$ cat src/sv/mcce_pkg.sv
`default_nettype none

package mcce_pkg;

  // Pixels per character cell (2 columns by 3 rows).
  localparam int unsigned NUM_PIX = 6;
  // Width of a per-pixel occurrence count (1 to 6).
  localparam int unsigned CNT_W = 3;
  // Width of a stored colour attribute.
  localparam int unsigned COL_W = 3;
  // Words one cell can produce.
  localparam int unsigned MAX_WORDS = 3;

  // Colour code and mosaic character bases.
  localparam logic [7:0] CODE_FORE    = 8'h80;
  localparam logic [7:0] CODE_BACK    = 8'h90;
  localparam logic [7:0] MOSAIC_BLANK = 8'h20;
  localparam logic [7:0] MOSAIC_LOW   = 8'hA0;
  localparam logic [7:0] MOSAIC_FULL  = 8'hDF;
  localparam logic [7:0] MOSAIC_HIGH  = 8'hE0;

  // One input word: a character cell.
  typedef struct packed {
    logic       row_start;
    logic [7:0] pix_top_left;
    logic [7:0] pix_top_right;
    logic [7:0] pix_mid_left;
    logic [7:0] pix_mid_right;
    logic [7:0] pix_bot_left;
    logic [7:0] pix_bot_right;
  } in_t;

  // One output word: a code byte or the mosaic character.
  typedef struct packed {
    logic [7:0] out_byte;
    logic       last_of_cell;
    logic       colour_clash;
  } out_t;

endpackage

`default_nettype wire

$ cat src/sv/mcce_lane.sv
`default_nettype none

// Counts how often this lane's pixel colour occurs in the cell and flags
// whether an earlier pixel already carries the same colour.
module mcce_lane #(
  parameter int unsigned PIXEL_BITS = 8,
  parameter int unsigned LANE       = 0
) (
  input  logic [PIXEL_BITS-1:0]           pix_i [mcce_pkg::NUM_PIX],
  output logic [mcce_pkg::CNT_W-1:0]      count_o,
  output logic                            seen_o
);

  // Compare this lane's pixel against every pixel of the cell.
  always_comb begin
    count_o = '0;
    seen_o  = 1'b0;
    for (int j = 0; j < mcce_pkg::NUM_PIX; j++) begin
      if (pix_i[j] == pix_i[LANE]) begin
        count_o = count_o + mcce_pkg::CNT_W'(1);
        if (j < int'(LANE)) begin
          seen_o = 1'b1;
        end
      end
    end
  end

endmodule

`default_nettype wire

$ cat src/sv/mcce_merge.sv
`default_nettype none

// Merges the lane results: picks the most common colour (ties toward the
// larger value) and counts the distinct colours of the cell.
module mcce_merge #(
  parameter int unsigned PIXEL_BITS = 8
) (
  input  logic [PIXEL_BITS-1:0]      pix_i   [mcce_pkg::NUM_PIX],
  input  logic [mcce_pkg::CNT_W-1:0] count_i [mcce_pkg::NUM_PIX],
  input  logic [mcce_pkg::NUM_PIX-1:0] seen_i,
  output logic [PIXEL_BITS-1:0]      first_o,
  output logic                       multi_o,
  output logic                       clash_o
);

  logic [mcce_pkg::CNT_W+PIXEL_BITS-1:0] best_key;
  logic [mcce_pkg::CNT_W-1:0]            distinct;

  // Running maximum of the (count, colour) keys.
  always_comb begin
    best_key = {count_i[0], pix_i[0]};
    for (int i = 1; i < mcce_pkg::NUM_PIX; i++) begin
      if ({count_i[i], pix_i[i]} > best_key) begin
        best_key = {count_i[i], pix_i[i]};
      end
    end
    first_o = best_key[PIXEL_BITS-1:0];
  end

  // A pixel with no earlier equal opens a new colour.
  always_comb begin
    distinct = '0;
    for (int i = 0; i < mcce_pkg::NUM_PIX; i++) begin
      distinct = distinct + mcce_pkg::CNT_W'(!seen_i[i]);
    end
    multi_o = (distinct >= mcce_pkg::CNT_W'(2));
    clash_o = (distinct >= mcce_pkg::CNT_W'(3));
  end

endmodule

`default_nettype wire

$ cat src/sv/mcce_encode.sv
`default_nettype none

// Holds the row colour state, chooses the second colour, emits colour
// code words and builds the mosaic character of a cell.
module mcce_encode #(
  parameter int unsigned PIXEL_BITS = 8
) (
  input  logic                       clk_i,
  input  logic                       rst_ni,
  input  logic                       load_i,
  input  logic                       row_start_i,
  input  logic [PIXEL_BITS-1:0]      pix_i   [mcce_pkg::NUM_PIX],
  input  logic [mcce_pkg::CNT_W-1:0] count_i [mcce_pkg::NUM_PIX],
  input  logic [PIXEL_BITS-1:0]      first_i,
  input  logic                       multi_i,
  input  logic                       clash_i,
  output mcce_pkg::out_t             words_o [mcce_pkg::MAX_WORDS],
  output logic [1:0]                 n_words_o
);

  logic [mcce_pkg::COL_W-1:0] fore_q, fore_d, back_q, back_d;
  logic                       fore_known_q, fore_known_d, back_known_q, back_known_d;
  logic                       fk, bk;
  logic [mcce_pkg::CNT_W+PIXEL_BITS-1:0] sec_key;
  logic [PIXEL_BITS-1:0]      second, hi, lo;
  logic                       fore_emit, back_emit;
  logic [mcce_pkg::NUM_PIX-1:0] pattern;
  logic [7:0]                 mosaic;

  // A row start drops the known colours before anything else.
  assign fk = fore_known_q & ~row_start_i;
  assign bk = back_known_q & ~row_start_i;

  // Second colour: best key among the other colours, else fall back on state.
  always_comb begin
    sec_key = '0;
    for (int i = 0; i < mcce_pkg::NUM_PIX; i++) begin
      if (pix_i[i] != first_i && {count_i[i], pix_i[i]} > sec_key) begin
        sec_key = {count_i[i], pix_i[i]};
      end
    end
    if (multi_i) begin
      second = sec_key[PIXEL_BITS-1:0];
    end else if (!bk) begin
      second = '0;
    end else if (first_i != PIXEL_BITS'(back_q)) begin
      second = PIXEL_BITS'(back_q);
    end else begin
      second = fk ? PIXEL_BITS'(fore_q) : '0;
    end
  end

  // Larger colour goes to the foreground.
  assign hi = (first_i < second) ? second : first_i;
  assign lo = (first_i < second) ? first_i : second;

  // Colour state update.
  always_comb begin
    fore_emit    = (32'(hi) < 32'd8) && !(fk && hi == PIXEL_BITS'(fore_q));
    back_emit    = (32'(lo) < 32'd8) && !(bk && lo == PIXEL_BITS'(back_q));
    fore_d       = fore_emit ? hi[mcce_pkg::COL_W-1:0] : fore_q;
    back_d       = back_emit ? lo[mcce_pkg::COL_W-1:0] : back_q;
    fore_known_d = fk | fore_emit;
    back_known_d = bk | back_emit;
  end

  // Mosaic pattern against the updated background.
  always_comb begin
    for (int i = 0; i < mcce_pkg::NUM_PIX; i++) begin
      pattern[i] = !back_known_d || (pix_i[i] != PIXEL_BITS'(back_d));
    end
    if (pattern == '0) begin
      mosaic = mcce_pkg::MOSAIC_BLANK;
    end else if (!pattern[5]) begin
      mosaic = mcce_pkg::MOSAIC_LOW | {3'b000, pattern[4:0]};
    end else if (pattern == '1) begin
      mosaic = mcce_pkg::MOSAIC_FULL;
    end else begin
      mosaic = mcce_pkg::MOSAIC_HIGH | {3'b000, pattern[4:0]};
    end
  end

  // Pack the words of the cell in emission order.
  always_comb begin
    for (int i = 0; i < mcce_pkg::MAX_WORDS; i++) begin
      words_o[i] = '0;
    end
    n_words_o = 2'd0;
    if (fore_emit) begin
      words_o[n_words_o] = '{out_byte: mcce_pkg::CODE_FORE | {5'b0, hi[2:0]},
                             last_of_cell: 1'b0, colour_clash: clash_i};
      n_words_o = n_words_o + 2'd1;
    end
    if (back_emit) begin
      words_o[n_words_o] = '{out_byte: mcce_pkg::CODE_BACK | {5'b0, lo[2:0]},
                             last_of_cell: 1'b0, colour_clash: clash_i};
      n_words_o = n_words_o + 2'd1;
    end
    words_o[n_words_o] = '{out_byte: mosaic, last_of_cell: 1'b1, colour_clash: clash_i};
    n_words_o = n_words_o + 2'd1;
  end

  // State registers.
  always_ff @(posedge clk_i or negedge rst_ni) begin
    if (!rst_ni) begin
      fore_q       <= '0;
      back_q       <= '0;
      fore_known_q <= 1'b0;
      back_known_q <= 1'b0;
    end else if (load_i) begin
      fore_q       <= fore_d;
      back_q       <= back_d;
      fore_known_q <= fore_known_d;
      back_known_q <= back_known_d;
    end
  end

endmodule

`default_nettype wire

$ cat src/sv/mosaic_cell_color_encoder_top.sv
`default_nettype none

// Sextant mosaic cell encoder.
// The input channel (in_valid_i/in_ready_o/in_data_i) takes one word per
// character cell: six pixel colours and a row-start flag. The output channel
// (out_valid_o/out_ready_i/out_data_o) gives one to three words per cell: an
// optional foreground code, an optional background code and the mosaic
// character, which carries last_of_cell. colour_clash is the same on every
// word of a cell.
// The first word of a cell is offered once the cell has passed the lane
// stage register and the merge stage register and has been loaded into the
// output queue (encode feeds the queue). The single output queue sends one
// word per cycle while out_ready_i is high, and loads the next cell as the
// last word of a cell is taken.
// Six lanes count the colour occurrences in parallel; a merge stage picks
// the dominant colour; the encode stage updates the row colour state.
// Reset clears the pipeline, the output queue and the colour state (both
// colours unset). When the receiver stalls, words hold in the output queue
// and the pipeline fills up and then deasserts in_ready_o.
module mosaic_cell_color_encoder_top #(
  parameter int unsigned PIXEL_BITS = 8
) (
  input  logic            clk_i,
  input  logic            rst_ni,
  input  logic            in_valid_i,
  output logic            in_ready_o,
  input  mcce_pkg::in_t   in_data_i,
  output logic            out_valid_o,
  input  logic            out_ready_i,
  output mcce_pkg::out_t  out_data_o
);

  localparam int unsigned NP = mcce_pkg::NUM_PIX;
  localparam int unsigned CW = mcce_pkg::CNT_W;

  logic [PIXEL_BITS-1:0] in_pix [NP];
  logic [CW-1:0]         lane_count [NP];
  logic [NP-1:0]         lane_seen;

  logic                  s1_v_q, s1_row_q;
  logic [PIXEL_BITS-1:0] s1_pix_q [NP];
  logic [CW-1:0]         s1_count_q [NP];
  logic [NP-1:0]         s1_seen_q;
  logic                  s1_ready;

  logic [PIXEL_BITS-1:0] m_first;
  logic                  m_multi, m_clash;

  logic                  s2_v_q, s2_row_q, s2_multi_q, s2_clash_q;
  logic [PIXEL_BITS-1:0] s2_pix_q [NP];
  logic [CW-1:0]         s2_count_q [NP];
  logic [PIXEL_BITS-1:0] s2_first_q;
  logic                  s2_ready;

  mcce_pkg::out_t        enc_words [mcce_pkg::MAX_WORDS];
  logic [1:0]            enc_n;
  logic                  load;

  mcce_pkg::out_t        ser_q [mcce_pkg::MAX_WORDS];
  logic [1:0]            ser_n_q;
  logic                  take;

  // Cut each pixel to the configured colour depth.
  assign in_pix[0] = in_data_i.pix_top_left[PIXEL_BITS-1:0];
  assign in_pix[1] = in_data_i.pix_top_right[PIXEL_BITS-1:0];
  assign in_pix[2] = in_data_i.pix_mid_left[PIXEL_BITS-1:0];
  assign in_pix[3] = in_data_i.pix_mid_right[PIXEL_BITS-1:0];
  assign in_pix[4] = in_data_i.pix_bot_left[PIXEL_BITS-1:0];
  assign in_pix[5] = in_data_i.pix_bot_right[PIXEL_BITS-1:0];

  // One counting lane per pixel.
  for (genvar g = 0; g < NP; g++) begin : g_lane
    mcce_lane #(
      .PIXEL_BITS (PIXEL_BITS),
      .LANE       (g)
    ) u_lane (
      .pix_i   (in_pix),
      .count_o (lane_count[g]),
      .seen_o  (lane_seen[g])
    );
  end

  // Handshake chain: a stage moves on when the next one has room.
  assign take       = out_valid_o && out_ready_i;
  assign load       = s2_v_q && ((ser_n_q == 2'd0) || (ser_n_q == 2'd1 && take));
  assign s2_ready   = !s2_v_q || load;
  assign s1_ready   = !s1_v_q || s2_ready;
  assign in_ready_o = s1_ready;

  // Lane stage register.
  always_ff @(posedge clk_i or negedge rst_ni) begin
    if (!rst_ni) begin
      s1_v_q <= 1'b0;
    end else if (s1_ready) begin
      s1_v_q <= in_valid_i;
    end
  end

  always_ff @(posedge clk_i) begin
    if (s1_ready && in_valid_i) begin
      s1_row_q   <= in_data_i.row_start;
      s1_pix_q   <= in_pix;
      s1_count_q <= lane_count;
      s1_seen_q  <= lane_seen;
    end
  end

  mcce_merge #(
    .PIXEL_BITS (PIXEL_BITS)
  ) u_merge (
    .pix_i   (s1_pix_q),
    .count_i (s1_count_q),
    .seen_i  (s1_seen_q),
    .first_o (m_first),
    .multi_o (m_multi),
    .clash_o (m_clash)
  );

  // Merge stage register.
  always_ff @(posedge clk_i or negedge rst_ni) begin
    if (!rst_ni) begin
      s2_v_q <= 1'b0;
    end else if (s2_ready) begin
      s2_v_q <= s1_v_q;
    end
  end

  always_ff @(posedge clk_i) begin
    if (s2_ready && s1_v_q) begin
      s2_row_q   <= s1_row_q;
      s2_pix_q   <= s1_pix_q;
      s2_count_q <= s1_count_q;
      s2_first_q <= m_first;
      s2_multi_q <= m_multi;
      s2_clash_q <= m_clash;
    end
  end

  mcce_encode #(
    .PIXEL_BITS (PIXEL_BITS)
  ) u_encode (
    .clk_i       (clk_i),
    .rst_ni      (rst_ni),
    .load_i      (load),
    .row_start_i (s2_row_q),
    .pix_i       (s2_pix_q),
    .count_i     (s2_count_q),
    .first_i     (s2_first_q),
    .multi_i     (s2_multi_q),
    .clash_i     (s2_clash_q),
    .words_o     (enc_words),
    .n_words_o   (enc_n)
  );

  // Output queue: loads a whole cell, then shifts out one word per cycle while the receiver takes words.
  always_ff @(posedge clk_i or negedge rst_ni) begin
    if (!rst_ni) begin
      ser_n_q <= 2'd0;
    end else if (load) begin
      ser_n_q <= enc_n;
    end else if (take) begin
      ser_n_q <= ser_n_q - 2'd1;
    end
  end

  always_ff @(posedge clk_i) begin
    if (load) begin
      ser_q <= enc_words;
    end else if (take) begin
      ser_q[0] <= ser_q[1];
      ser_q[1] <= ser_q[2];
    end
  end

  assign out_valid_o = (ser_n_q != 2'd0);
  assign out_data_o  = ser_q[0];

`ifndef ASSERT_OFF
  // The last queued word of a cell is always its mosaic character.
  a_last_is_mosaic: assert property (@(posedge clk_i) disable iff (!rst_ni)
    ser_n_q == 2'd1 |-> ser_q[0].last_of_cell)
    else $error("queue tail is not a mosaic character");

  // Words of one cell agree on the clash flag.
  a_clash_agrees: assert property (@(posedge clk_i) disable iff (!rst_ni)
    (ser_n_q == 2'd2 || ser_n_q == 2'd3) |-> ser_q[0].colour_clash == ser_q[1].colour_clash)
    else $error("clash flag differs within a cell");

  // A stalled merge stage keeps its cell.
  a_s2_hold: assert property (@(posedge clk_i) disable iff (!rst_ni)
    s2_v_q && !s2_ready |=> s2_v_q && $stable(s2_first_q))
    else $error("merge stage overwritten while stalled");
`endif

endmodule

`default_nettype wire
$ cat config.mk
export PLATFORM = sky130hd
export DESIGN_NAME = mosaic_cell_color_encoder_top
export DESIGN_NICKNAME = d
export VERILOG_FILES = /design/src/sv/mcce_pkg.sv /design/src/sv/mcce_lane.sv /design/src/sv/mcce_merge.sv /design/src/sv/mcce_encode.sv /design/src/sv/mosaic_cell_color_encoder_top.sv
export SDC_FILE = /design/constraint.sdc
export NUM_CORES = 1
export LEC_CHECK = 0
export ABC_AREA = 1
export BUFFER_PORTS_ARGS = -buffer_cell sky130_fd_sc_hd__buf_2
export CAP_MARGIN = 20
export CORE_UTILIZATION = 50
export CTS_CLUSTER_SIZE = 40
export DETAILED_ROUTE_END_ITERATION = 10
export HOLD_SLACK_MARGIN = 0.1
export PLACE_DENSITY = 0.64
export SLEW_MARGIN = 20
export SYNTH_ARGS = -nofsm -noshare
export SYNTH_HDL_FRONTEND = slang
export SYNTH_SLANG_ARGS = --single-unit
$ cat constraint.sdc
create_clock -name clk_i -period 34.2 [get_ports clk_i]
set_input_delay 10.26 -clock clk_i [delete_from_list [all_inputs] [get_ports clk_i]]
set_output_delay 10.26 -clock clk_i [all_outputs]
set_load 0.01 [all_outputs]
Word level (Yosys, flattened, before mapping):

Cells that the tools add are included.

* memory bits (writable): 0
* flip-flop bits (word level): 191
* bits of input ports: 53
* memories kept: 0
* bits in latches: 0
* bits in read-only memories: 0

* reduce and logical (&&, ||, !) cells: 44
* bitwise gates (word level): 7
* $lt $le $gt $ge: 20
* multipliers: 0
* muxes and demuxes: 70
* add/sub/neg operators: 37
* divide/modulo/power cells: 0
* equal/unequal tests: 47
* shifts and indexed selects: 0

Operators by type and width (count)
* $eq A8 B8 Y1: 30
* $gt A11 B11 Y1: 10
* $mux W11: 9
* $mux W3: 26
* $add A3 B1 Y3 const B: 25
* $mux W8: 9
* $bwmux W30: 2
* $ne A8 B3 Y1: 7
* $ne A8 B8 Y1: 6
* $demux W10 S2: 2
* $mux W20: 2
* $mux W10: 3
* $mux W30: 1
* $logic_and A1 B1 Y1: 17
* $eq A8 B3 Y1: 2
* $lt A8 B4 Y1 const B: 2
* $add A3 B1 Y3: 4
* $gt A11 B1 Y1 const B: 1
* $mux W1: 11
* $add A1 B1 Y2 const B: 5
* $logic_not A1 Y1: 10
* $logic_or A1 B1 Y1: 9
* $lt A8 B8 Y1: 1
* $mux W2: 4
* 21 further kinds: 27

Depth between registers and ports, before layout:

Gate-level depths: netlist of run 1.

* word-level depth: 35
* mapped depth: 98
* gate-level depth less buffers: 94

Hierarchy:

From an unflattened synthesis of run 1, not the netlist that was laid out.

* cell total of the unflattened synthesis: 2476
* area, all modules: 18505.2 µm²

By module, submodules not included
* mosaic_cell_color_encoder_top: cells an instance 290, area each 6044.5 µm², seq. area each 5505.3 µm², instances 1
* mcce_encode: cells an instance 795, area each 4491.8 µm², seq. area each 200.2 µm², instances 1
* mcce_merge: cells an instance 369, area each 2257.2 µm², seq. area each 0.0 µm², instances 1
* mcce_lane (g_lane[5].u_lane): cells an instance 200, area each 1131.1 µm², seq. area each 0.0 µm², instances 1
* mcce_lane (g_lane[4].u_lane): cells an instance 182, area each 980.9 µm², seq. area each 0.0 µm², instances 1
* mcce_lane (g_lane[3].u_lane): cells an instance 143, area each 937.1 µm², seq. area each 0.0 µm², instances 1
* mcce_lane (g_lane[0].u_lane): cells an instance 182, area each 928.4 µm², seq. area each 0.0 µm², instances 1
* mcce_lane (g_lane[1].u_lane): cells an instance 165, area each 907.1 µm², seq. area each 0.0 µm², instances 1
* mcce_lane (g_lane[2].u_lane): cells an instance 150, area each 827.0 µm², seq. area each 0.0 µm², instances 1

Least setup slack after synthesis of run 1:

OpenSTA, ideal clock, no wires.

* path type: input to output
* from: in out_ready_i
* to: out in_ready_o
* arrival: 10626 ps
* stages: 2
* path slack: 13314 ps
* required time: 23940 ps
* path through: a21oi_1 > nand3_1

* longest elaborated chain between the ends: 6

Ends and longest elaborated chain
* start, declared: RTL line mosaic_cell_color_encoder_top.sv:29 `input logic out_ready_i,`
* $logic_and A1 B1 Y1: RTL line mosaic_cell_color_encoder_top.sv:84 `assign take = out_valid_o && out_ready_i;`
* $logic_and A1 B1 Y1: RTL line mosaic_cell_color_encoder_top.sv:85 `assign load = s2_v_q && ((ser_n_q == 2'd0) || (ser_n_q == 2'd1 && take));`
* $logic_or A1 B1 Y1: RTL line mosaic_cell_color_encoder_top.sv:85
* $logic_and A1 B1 Y1: RTL line mosaic_cell_color_encoder_top.sv:85
* $logic_or A1 B1 Y1: RTL line mosaic_cell_color_encoder_top.sv:86 `assign s2_ready = !s2_v_q || load;`
* $logic_or A1 B1 Y1: RTL line mosaic_cell_color_encoder_top.sv:87 `assign s1_ready = !s1_v_q || s2_ready;`
* end, declared: RTL line mosaic_cell_color_encoder_top.sv:26 `output logic in_ready_o,`

No other way between the ends.

Final worst setup path of run 1:

Ends and elaborated chain as after synthesis.

==> reports/metrics.cfg, run 1 <==
[timing]
worst_pin_slew_ps = 1080
fmax_mhz = 47.3
drv_slew = 0
hold_ws_ps = 435
grt_setup_unrepaired = no
fin_crit_sh = 0.618
hold_violations = 0
setup_viol = 0
slew_headroom = 0.274
fin_setup_tns_ps = 0
period_minus_slack_ps = 21150
clock_skew_ps = 12.6

[setup_path]
criticalPathCategory = input port to output port
r2r_end = ser_q[13]
crit_end = in_ready_o
path_cells = buf_2 -> a21oi_1 -> nand3_1 -> buf_2
reg2reg_slack_ps = 19670
crit_family = buffers and inverters
r2r_start = s2_first_q[2]
required_ps = 23940
crit_path_start = out_ready_i
arrival_ps = 10890
crit_path_top_delay_cell = a21oi_1
reg2reg_depth = 74
crit_path_max_incr_delay_ps = 220
start_kind = input port
cp_common_cell = buf_2
path_buf_inv = 2
worstPathMaxFanout = 3
endpoint_kind = output port
crit_cells = 4

[synthesis]
syn_area_per_cell_sq_um = 7.94
synth_top_area_frac = 0.357
synth_top_area_cell = edfxtp_1
synth_cells = 1896
synth-main-ff-cell = edfxtp_1
yosysWarnings = 0
seq_area_frac_synth = 0.377
ys_ff_latch = 191
ys_async_sr_fraction = 0.0628
synth.distinct_cells = 59
syn_nets = 2101
synthTopCellsByArea = edfxtp_1, nand2_1, ha_1
synth_edf_count = 179
syn-cell-area_sq_mm = 0.0151

[finish]
stdcell_count = 2326
final_nets = 2129
drive_gt1_frac = 0.0899
final_core_util = 0.544
diodes = 0
area_delta_synth_final_pct = 7.09

[drt]
first_iter_violations = 869
routed_via_density = 5.54
dr.pass1.iters = 8
antenna_left = 0
drc_errors = 0
wl_per_cell_um = 18.6
wl_mm = 43.2
vias = 12900

[clocking]
clockRootBuffer = clkbuf_16
cts_buffers = 17
post_cts_buffers = 0
cts_resized = 0
htree_levels = 4
hold_buffers = 0
clockBufferDepth = 2
path_clk_slew_ps = 70
numClockSinks = 191
clkLatencyLatePin_ps = 440
cts_tree = built

[grt]
grt_pass1_vias = 12100
grt_max_degree = 77
grt_pass1_wl_mm = 66.9
grt_overflow_total = 0
grt_usage = 0.288
antenna_found_initial = 0

[job]
drv_cap = 0

[floorplanning]
die_x_um = 176
io_pins = 65
coreArea_sq_mm = 0.0296
fp.dieH_um = 176
row_count = 63
dieArea_sq_mm = 0.0308
initial_utilization = 0.508

[placement]
post-dp-hpwl_mm = 35.0
numPortBuffers = 64
dp.cells = 2295
place_congestion = 0.947

[run_status]
outcome = finished, final reports clean

[worst_hold_path]
min_path_type = flop to flop

[routing by layer]
| metal | share of wire | vias to the layer above | GRT usage |
|---|---|---|---|
| met1 | 0.41 | 5942 | 0.348 |
| met3 | 0.044 | 116 | 0.0333 |
| met4 | 0.070 | 0 | 0.202 |
| met2 | 0.48 | 438 | 0.481 |
| li1 | - | 6400 | - |
| met5 | 0 | - | 0 |
[synthesized netlist by cell type (17+ instances only)]
master and number:
ha_1 145, nand3_1 71, nor2_1 97, nor4_1 17
xor2_1 56, a221oi_1 20, clkbuf_1 33, a21oi_1 61
nand2_1 606, edfxtp_1 179, nand4_1 57, o21ai_0 126
inv_1 224
[worst register-to-register path, delay by kind of cell, from the launching register on]
kind,cells,cell delay (ps)
adders and majority gates,7,2300
buffers and inverters,5,1030
and+or+nand+nor,37,4890
DFF,1,680
xor gates and xnor gates,1,180
AOI/OAI and AO/OA,24,5210
[cells in the final DEF, fill, tap and decap left out, types with 5 or more instances in the layout]
cell / count
a211oi_1: 5
a21oi_1: 61
a221oi_1: 20
buf_2: 64
clkbuf_16: 17
dfrtp_1: 12
edfxtp_1: 179
fa_1: 7
ha_1: 145
inv_1: 222
inv_2: 10
nand2_1: 606
nand2_2: 12
nand2_4: 5
nand3_1: 71
nand3_2: 5
nand4_1: 57
nor2_1: 97
nor2_2: 8
nor3_1: 14
nor4_1: 17
o211ai_1: 15
o21ai_0: 126
o21ai_1: 10
o21ai_2: 9
or2_2: 11
xnor2_1: 9
xor2_1: 56
[cell type report]
class / count / area (sq um)
clock buffer: 19 / 433
sequential: 191 / 5680
clock inverter: 12 / 113
timing repair buffer: 68 / 350
multi-input combinational: 1410 / 8170
fill: 2846 / 13500
tap: 390 / 488
inverter: 236 / 893
[logic make-up after synthesis]
kind of cell | share of synthesized area
and+or+nand+nor | 0.266
buffers and inverters | 0.0804
AOI/OAI and AO/OA | 0.103
DFF | 0.377
adders and majority gates | 0.130
xor gates and xnor gates | 0.0389
muxes | 0.00557
[state kept, by name, indices dropped and copies added, names as in the netlist]
name	cells
u_encode.back_known_q	1
s2_multi_q	1
s2_first_q	8
s2_v_q	1
u_encode.fore_known_q	1
out_data_o	10
u_encode.back_q	3
s2_pix_q	48
s1_seen_q	5
s2_count_q	18
s1_pix_q	48
s2_clash_q	1
s2_row_q	1
s1_v_q	1
u_encode.fore_q	3
ser_q	20
s1_count_q	18
s1_row_q	1
ser_n_q	2
[worst min-delay path by stage]
stage	start	to	slack [ps]	cells past startpoint
floorplan	s1_row_q	s2_row_q	400	0
global placement	s1_row_q	s2_row_q	430	0
detailed placement	s1_row_q	s2_row_q	410	0
CTS	s1_row_q	s2_row_q	440	0
global route	s1_row_q	s2_row_q	460	0
finish	s1_row_q	s2_row_q	430	0
[through the flow]
stage | setup slack [ps] | instance area, sq um
5_1_grt | 12980 | 16100
2_1_floorplan | 13310 | 15100
3_5_place_dp | 13060 | 15600
4_1_cts | 13050 | 16100
3_3_place_gp | 13060 | 15600
6_report | 13050 | 16100
Power of run 1 is left out: the tool's default activity adds up to more than one toggle a clock period on the data nets, which glitch-free logic cannot reach.
==> run 2: changes to the inputs <==
--- a/config.mk
+++ b/config.mk
@@ -5,7 +5,7 @@
 export SDC_FILE = /design/constraint.sdc
 export NUM_CORES = 1
 export LEC_CHECK = 0
-export ABC_AREA = 1
+export ABC_AREA = 0
 export BUFFER_PORTS_ARGS = -buffer_cell sky130_fd_sc_hd__buf_2
 export CAP_MARGIN = 20
 export CORE_UTILIZATION = 50
==> constraint.sdc (replaced) <==
create_clock -name clk_i -period 21.2 [get_ports clk_i]
set_input_delay 6.36 -clock clk_i [delete_from_list [all_inputs] [get_ports clk_i]]
set_output_delay 6.36 -clock clk_i [all_outputs]
set_load 0.01 [all_outputs]
==> reports/metrics.cfg, run 2 <==
[grt]
grt_overflow_total = 0  ; unchanged
met3_usage = 0.0346  ; +0.00126
antenna_found_initial = 1  ; +1
grt_pass1_vias = 10500  ; -13%
use_met2 = 0.471  ; -0.0102
grt_max_degree = 73  ; -5.2%
grt_usage = 0.270  ; -0.0176
top_usage_layer = met2
grt_pass1_wl_mm = 62.3  ; -6.9%
grtUsageMet1 = 0.348  ; +0.000677

[timing]
setup_viol = 0  ; unchanged
fin_setup_tns_ps = 0  ; unchanged
period_minus_slack_ps = 17490
worst_pin_slew_ps = 1080  ; -3.10 ps
hold_ws_ps = 427  ; -7.73 ps
clock_skew_ps = 12.1  ; -0.468 ps
drv_slew = 0  ; unchanged
hold_violations = 0  ; unchanged
grt_setup_unrepaired = no
slew_headroom = 0.283  ; +0.00861
fmax_mhz = 57.2
fin_crit_sh = 0.825

[drt]
antenna_left = 0  ; unchanged
wl_mm = 40.2  ; -6.9%
dr.pass1.iters = 5  ; -3
wl_per_cell_um = 21.6  ; +17%
first_iter_violations = 830  ; -4.5%
vias = 10800  ; -16%
drc_errors = 0  ; unchanged
routed_via_density = 5.84  ; +5.2%

[floorplanning]
row_count = 62  ; -1.6%
coreArea_sq_mm = 0.0290  ; -2.1%
initial_utilization = 0.513  ; +0.00543
die_x_um = 175  ; -0.53%
fp.dieH_um = 175  ; -0.53%
dieArea_sq_mm = 0.0305  ; -1.1%
io_pins = 65  ; unchanged

[setup_path]
crit_path_max_incr_delay_ps = 850  ; +630 ps
criticalPathCategory = flop to flop
required_ps = 21350  ; -2590 ps
worstPathMaxFanout = 29  ; +26
reg2reg_slack_ps = 3710  ; -15960 ps
start_kind = flop
reg2reg_depth = 66  ; -11%
r2r_end = out_data_o[7]
arrival_ps = 17640  ; +6750 ps
cp_common_cell = a21oi_1
r2r_start = s2_first_q[2]
crit_path_top_delay_cell = o21ai_2
endpoint_kind = flop

[clocking]
clockBufferDepth = 2  ; unchanged
cts_tree = built
htree_levels = 4  ; unchanged
path_clk_slew_ps = 70  ; about the same
cts_resized = 0  ; unchanged
numClockSinks = 191  ; unchanged
clockRootBuffer = clkbuf_16
hold_buffers = 0  ; unchanged
cts_buffers = 17  ; unchanged
post_cts_buffers = 0  ; unchanged
clkLatencyLatePin_ps = 440  ; about the same

[finish]
diodes = 0  ; unchanged
drive_gt1_frac = 0.107  ; +0.0173
final_nets = 1666  ; -22%
layout_commonest_cell = edfxtp_1
final_cell_mix = edfxtp_1, ha_1, inv_1, nand2_1, xnor2_1
final_cell_area_sq_mm = 0.0158  ; -1.8%
reg_top3 = s1_pix_q: 48 flops, s2_pix_q: 48 flops, ser_q: 20 flops
area_delta_synth_final_pct = 6.27
num-fill-cells = 2597  ; -8.7%

[synthesis]
ys_async_sr_fraction = 0.0628  ; unchanged
synthTopCellsByArea = edfxtp_1, ha_1, xnor2_1
synth_edf_count = 179  ; unchanged
syn_area_per_cell_sq_um = 10.1  ; +28%
synth.distinct_cells = 73  ; +24%
seq_area_frac_synth = 0.381  ; +0.00405
synth_top_area_cell = edfxtp_1
synth_cells = 1471  ; -22%
syn_nets = 1676  ; -20%
syn-cell-area_sq_mm = 0.0149  ; -1.1%
synth.most_common_cell = edfxtp_1
synth-main-ff-cell = edfxtp_1
synth_top_area_frac = 0.361  ; +0.00384
yosysWarnings = 0  ; unchanged
synth_common_cells = edfxtp_1, ha_1, inv_1, nand2_1, xnor2_1
ys_ff_latch = 191  ; unchanged

[placement]
post-dp-hpwl_mm = 31.5  ; -9.9%
numPortBuffers = 64  ; unchanged
placed_cell_area_sq_mm = 0.0153  ; -1.9%
place_congestion = 0.979  ; +3.4%

[worst_hold_path]
min_from = s1_row_q
min_path_type = flop to flop
whs_endpoint = s2_row_q
whs_path_depth = 0  ; unchanged

[run_status]
outcome = finished, final reports clean

[job]
drv_cap = 0  ; unchanged

-- run 2: cell count changes after synthesis, moves of 17 or more --
cell,change
mux2i_1,+49
inv_1,-108
xor2_1,+51
nand2_1,-491
nand3_1,-54
clkbuf_1,+30
nor2b_1,+23
o21a_1,+17
nor2_1,-55
o21ai_0,-59
xnor2_1,+99
a221oi_1,-20
nand2b_1,+22
mux2_2,+36
-- run 2: how the worst max path moves through the flow --
stage / start / endpoint / cells after the start
floorplan: s2_first_q[1] / out_data_o[7] / 76
global placement: s2_first_q[1] / out_data_o[7] / 66
detailed placement: s2_first_q[1] / ser_q[19] / 65
CTS: s2_first_q[2] / ser_q[19] / 65
global route: s2_first_q[1] / ser_q[17] / 66
finish: s2_first_q[2] / out_data_o[7] / 66
-- run 2: cell families (layout without fill, tap and decap cells) --
logic type,count (synthesis),after routing,synth area share
AND/OR/NAND/NOR,358,358,0.125
XOR/XNOR,215,215,0.126
AO/OA/AOI/OAI,249,249,0.110
adder cells (fa/ha/maj),152,152,0.131
multiplexers,92,92,0.0665
buffers and inverters,214,217,0.0603
flip-flops,191,191,0.381
-- run 2: stage by stage --
step	setup slack (ps)	util	cells
after floorplan	6250	-	1471
after global placement	3900	0.527	1826
after detailed placement	3620	0.527	1826
after CTS	3570	0.545	1858
after global routing	2420	0.546	1858
final	3710	0.546	1858
-- run 2: critical path, delay by kind of cell (launching register included) --
family	cells	cell delay (ps)
xor+xnor	1	270
mux	4	1550
simple gates	16	4170
fa+ha+maj	6	1510
compound gates	34	8440
buf+inv	5	560
flops	1	690
-- run 2: area by class of cell --
cell class | instances | area [sq um] | area share
Clock buffer | 19 | 433 | 0.0274
Clock inverter | 13 | 114 | 0.00719
Multi-Input combinational cell | 1066 | 8330 | 0.526
Inverter | 116 | 435 | 0.0275
Sequential cell | 191 | 5680 | 0.359
Timing Repair Buffer | 69 | 358 | 0.0226
Tap cell | 384 | 480 | 0.0304
-- run 2: per-layer routing --
metal,up-vias,routed length [um]
li1,5201,-
met1,5251,17600
met2,328,19900
met3,60,1760
met4,2,930
met5,-,13
Power of run 2 is left out for the same reason.
==> run 3: changes to the inputs <==
--- a/config.mk
+++ b/config.mk
@@ -5,14 +5,14 @@
 export SDC_FILE = /design/constraint.sdc
 export NUM_CORES = 1
 export LEC_CHECK = 0
-export ABC_AREA = 0
+export ABC_AREA = 1
 export BUFFER_PORTS_ARGS = -buffer_cell sky130_fd_sc_hd__buf_2
 export CAP_MARGIN = 20
 export CORE_UTILIZATION = 50
 export CTS_CLUSTER_SIZE = 40
 export DETAILED_ROUTE_END_ITERATION = 10
 export HOLD_SLACK_MARGIN = 0.1
-export PLACE_DENSITY = 0.64
+export PLACE_DENSITY = 0.66
 export SLEW_MARGIN = 20
 export SYNTH_ARGS = -nofsm -noshare
 export SYNTH_HDL_FRONTEND = slang
==> constraint.sdc (replaced) <==
create_clock -name clk_i -period 14.64 [get_ports clk_i]
set_input_delay 4.392 -clock clk_i [delete_from_list [all_inputs] [get_ports clk_i]]
set_output_delay 4.392 -clock clk_i [all_outputs]
set_load 0.01 [all_outputs]
==> reports/metrics.cfg, run 3 (synthesized netlist as in run 1, its figures left out) <==
[setup_path]
reg2reg_depth = 74  ; +12%
crit_path_top_delay_cell = edfxtp_1
criticalPathCategory = flop to flop
r2r_end = ser_q[12]
r2r_start = s2_first_q[3]
crit_path_max_incr_delay_ps = 610  ; -240 ps
worstPathMaxFanout = 22  ; -24%
start_kind = flop
endpoint_kind = flop
required_ps = 14900  ; -6450 ps
arrival_ps = 13690  ; -3950 ps
cp_common_cell = nand2_1
reg2reg_slack_ps = 1210  ; -2500 ps

[clocking]
numClockSinks = 191  ; unchanged
cts_tree = built
clockRootBuffer = clkbuf_16
clockBufferDepth = 2  ; unchanged
path_clk_slew_ps = 70  ; about the same
cts_buffers = 17  ; unchanged
clkLatencyLatePin_ps = 430  ; about the same
hold_buffers = 0  ; unchanged
htree_levels = 4  ; unchanged

[finish]
num-fill-cells = 2870  ; +11%
final_cell_area_sq_mm = 0.0162  ; +2.5%
reg_top3 = s1_pix_q: 48 flops, s2_pix_q: 48 flops, ser_q: 20 flops
drive_gt1_frac = 0.0953  ; -0.0119
layout_commonest_cell = nand2_1
final_cell_mix = nand2_1, inv_1, edfxtp_1, ha_1, o21ai_0
area_delta_synth_final_pct = 7.74
register_area_sq_mm = 0.00568  ; unchanged
diodes = 0  ; unchanged
multi_input_area_sq_mm = 0.00821  ; -1.5%
final_nets = 2134  ; +28%

[drt]
routed_via_density = 5.63  ; -3.6%
dr.pass1.iters = 6  ; +1
drc_errors = 0  ; unchanged
vias = 13100  ; +21%
wl_per_cell_um = 19.5  ; -9.8%
antenna_left = 0  ; unchanged
first_iter_violations = 1029  ; +24%
wl_mm = 45.5  ; +13%

[placement]
placed_cell_area_sq_mm = 0.0156  ; +2.0%
place_congestion = 1.05  ; +6.9%
numPortBuffers = 64  ; unchanged
post-dp-hpwl_mm = 37.1  ; +18%

[worst_hold_path]
min_from = s1_row_q
min_path_type = flop to flop
whs_endpoint = s2_row_q
whs_path_depth = 0  ; unchanged

[grt]
grt_pass1_vias = 12500  ; +18%
grt_usage = 0.301  ; +0.0309
met3_usage = 0.0310  ; -0.00364
grtUsageMet1 = 0.364  ; +0.0162
antenna_found_initial = 0  ; -1
use_met2 = 0.513  ; +0.0419
grt_max_degree = 78  ; +6.8%
top_usage_layer = met2
grt_pass1_wl_mm = 70.4  ; +13%
grt_overflow_total = 0  ; unchanged

[timing]
period_minus_slack_ps = 13430  ; -4060 ps
worst_pin_slew_ps = 1070  ; -6.45 ps
hold_violations = 0  ; unchanged
slew_headroom = 0.280  ; -0.00218
setup_viol = 0  ; unchanged
drv_slew = 0  ; unchanged
fmax_mhz = 74.5  ; +30%
clock_skew_ps = 12.4  ; +0.334 ps
fin_crit_sh = 0.917  ; +0.0921

[floorplanning]
die_x_um = 176  ; +0.53%
dieArea_sq_mm = 0.0308  ; +1.1%
row_count = 63  ; +1.6%
fp.dieH_um = 176  ; +0.53%
io_pins = 65  ; unchanged
initial_utilization = 0.508  ; -0.00543
coreArea_sq_mm = 0.0296  ; +2.2%

[run_status]
outcome = finished, final reports clean

[job]
drv_cap = 0  ; unchanged

-- run 3: cell types whose count changed in the layout (fill, tap and decap cells not counted), sizes merged, moves of 22 or more --
cell,before,now
o21ai,73,145
nor2,42,107
xnor2,108,9
nand2b,22,0
nand2,115,623
nand3,17,77
nor2b,23,0
mux2i,51,4
xor2,107,57
mux2,41,1
inv,119,238
-- run 3: worst max-delay path by stage --
| stage | from | endpoint | slack (ps) |
|---|---|---|---|
| global route | s2_first_q[3] | ser_q[15] | -60 |
| floorplan | s2_first_q[3] | ser_q[12] | 3460 |
| global placement | s2_first_q[3] | ser_q[12] | 930 |
| CTS | s2_first_q[3] | ser_q[15] | 590 |
| finish | s2_first_q[3] | ser_q[12] | 1210 |
| detailed placement | s2_first_q[3] | ser_q[15] | 670 |
-- run 3: area by class of cell --
class                           instances  area share
Inverter                              236      0.0551
Multi-Input combinational cell       1410       0.506
Tap cell                              390      0.0301
Clock inverter                         12     0.00833
Sequential cell                       191       0.350
Clock buffer                           19      0.0267
Timing Repair Buffer                   73      0.0239
-- run 3: worst max-delay path, delay by kind of cell, from the launching register on --
family	cells	cell delay, ps
AO/OA/AOI/OAI	24	4550
AND/OR/NAND/NOR	38	4940
flip-flops	1	610
buffers and inverters	5	940
adder cells (fa/ha/maj)	7	2190
-- run 3: metal layers --
metal / share of wire / vias to the layer above
met5: 0 / -
met4: 0.068 / 0
met3: 0.039 / 128
met2: 0.48 / 458
met1: 0.41 / 6107
li1: - / 6423
-- run 3: what timing repair did --
item | in CTS | in global routing
setup buffers | 0 | 5
setup endpoints to repair | 0 | 35
hold endpoints to repair | 0 | 0
resized for setup | 0 | 8
-- run 3: metrics by stage --
step | setup WS, ps | TNS, ps | hold WS [ps] | util | std cells
floorplan | 3460 | 0 | 400 | - | 1896
global placement | 935 | 0 | 405 | 0.526 | 2295
detailed placement | 667 | 0 | 406 | 0.526 | 2295
CTS | 591 | 0 | 424 | 0.545 | 2326
global route | -57.5 | -150 | 435 | 0.547 | 2331
finish | 1210 | 0 | 425 | 0.547 | 2331
Power of run 3 is left out for the same reason.
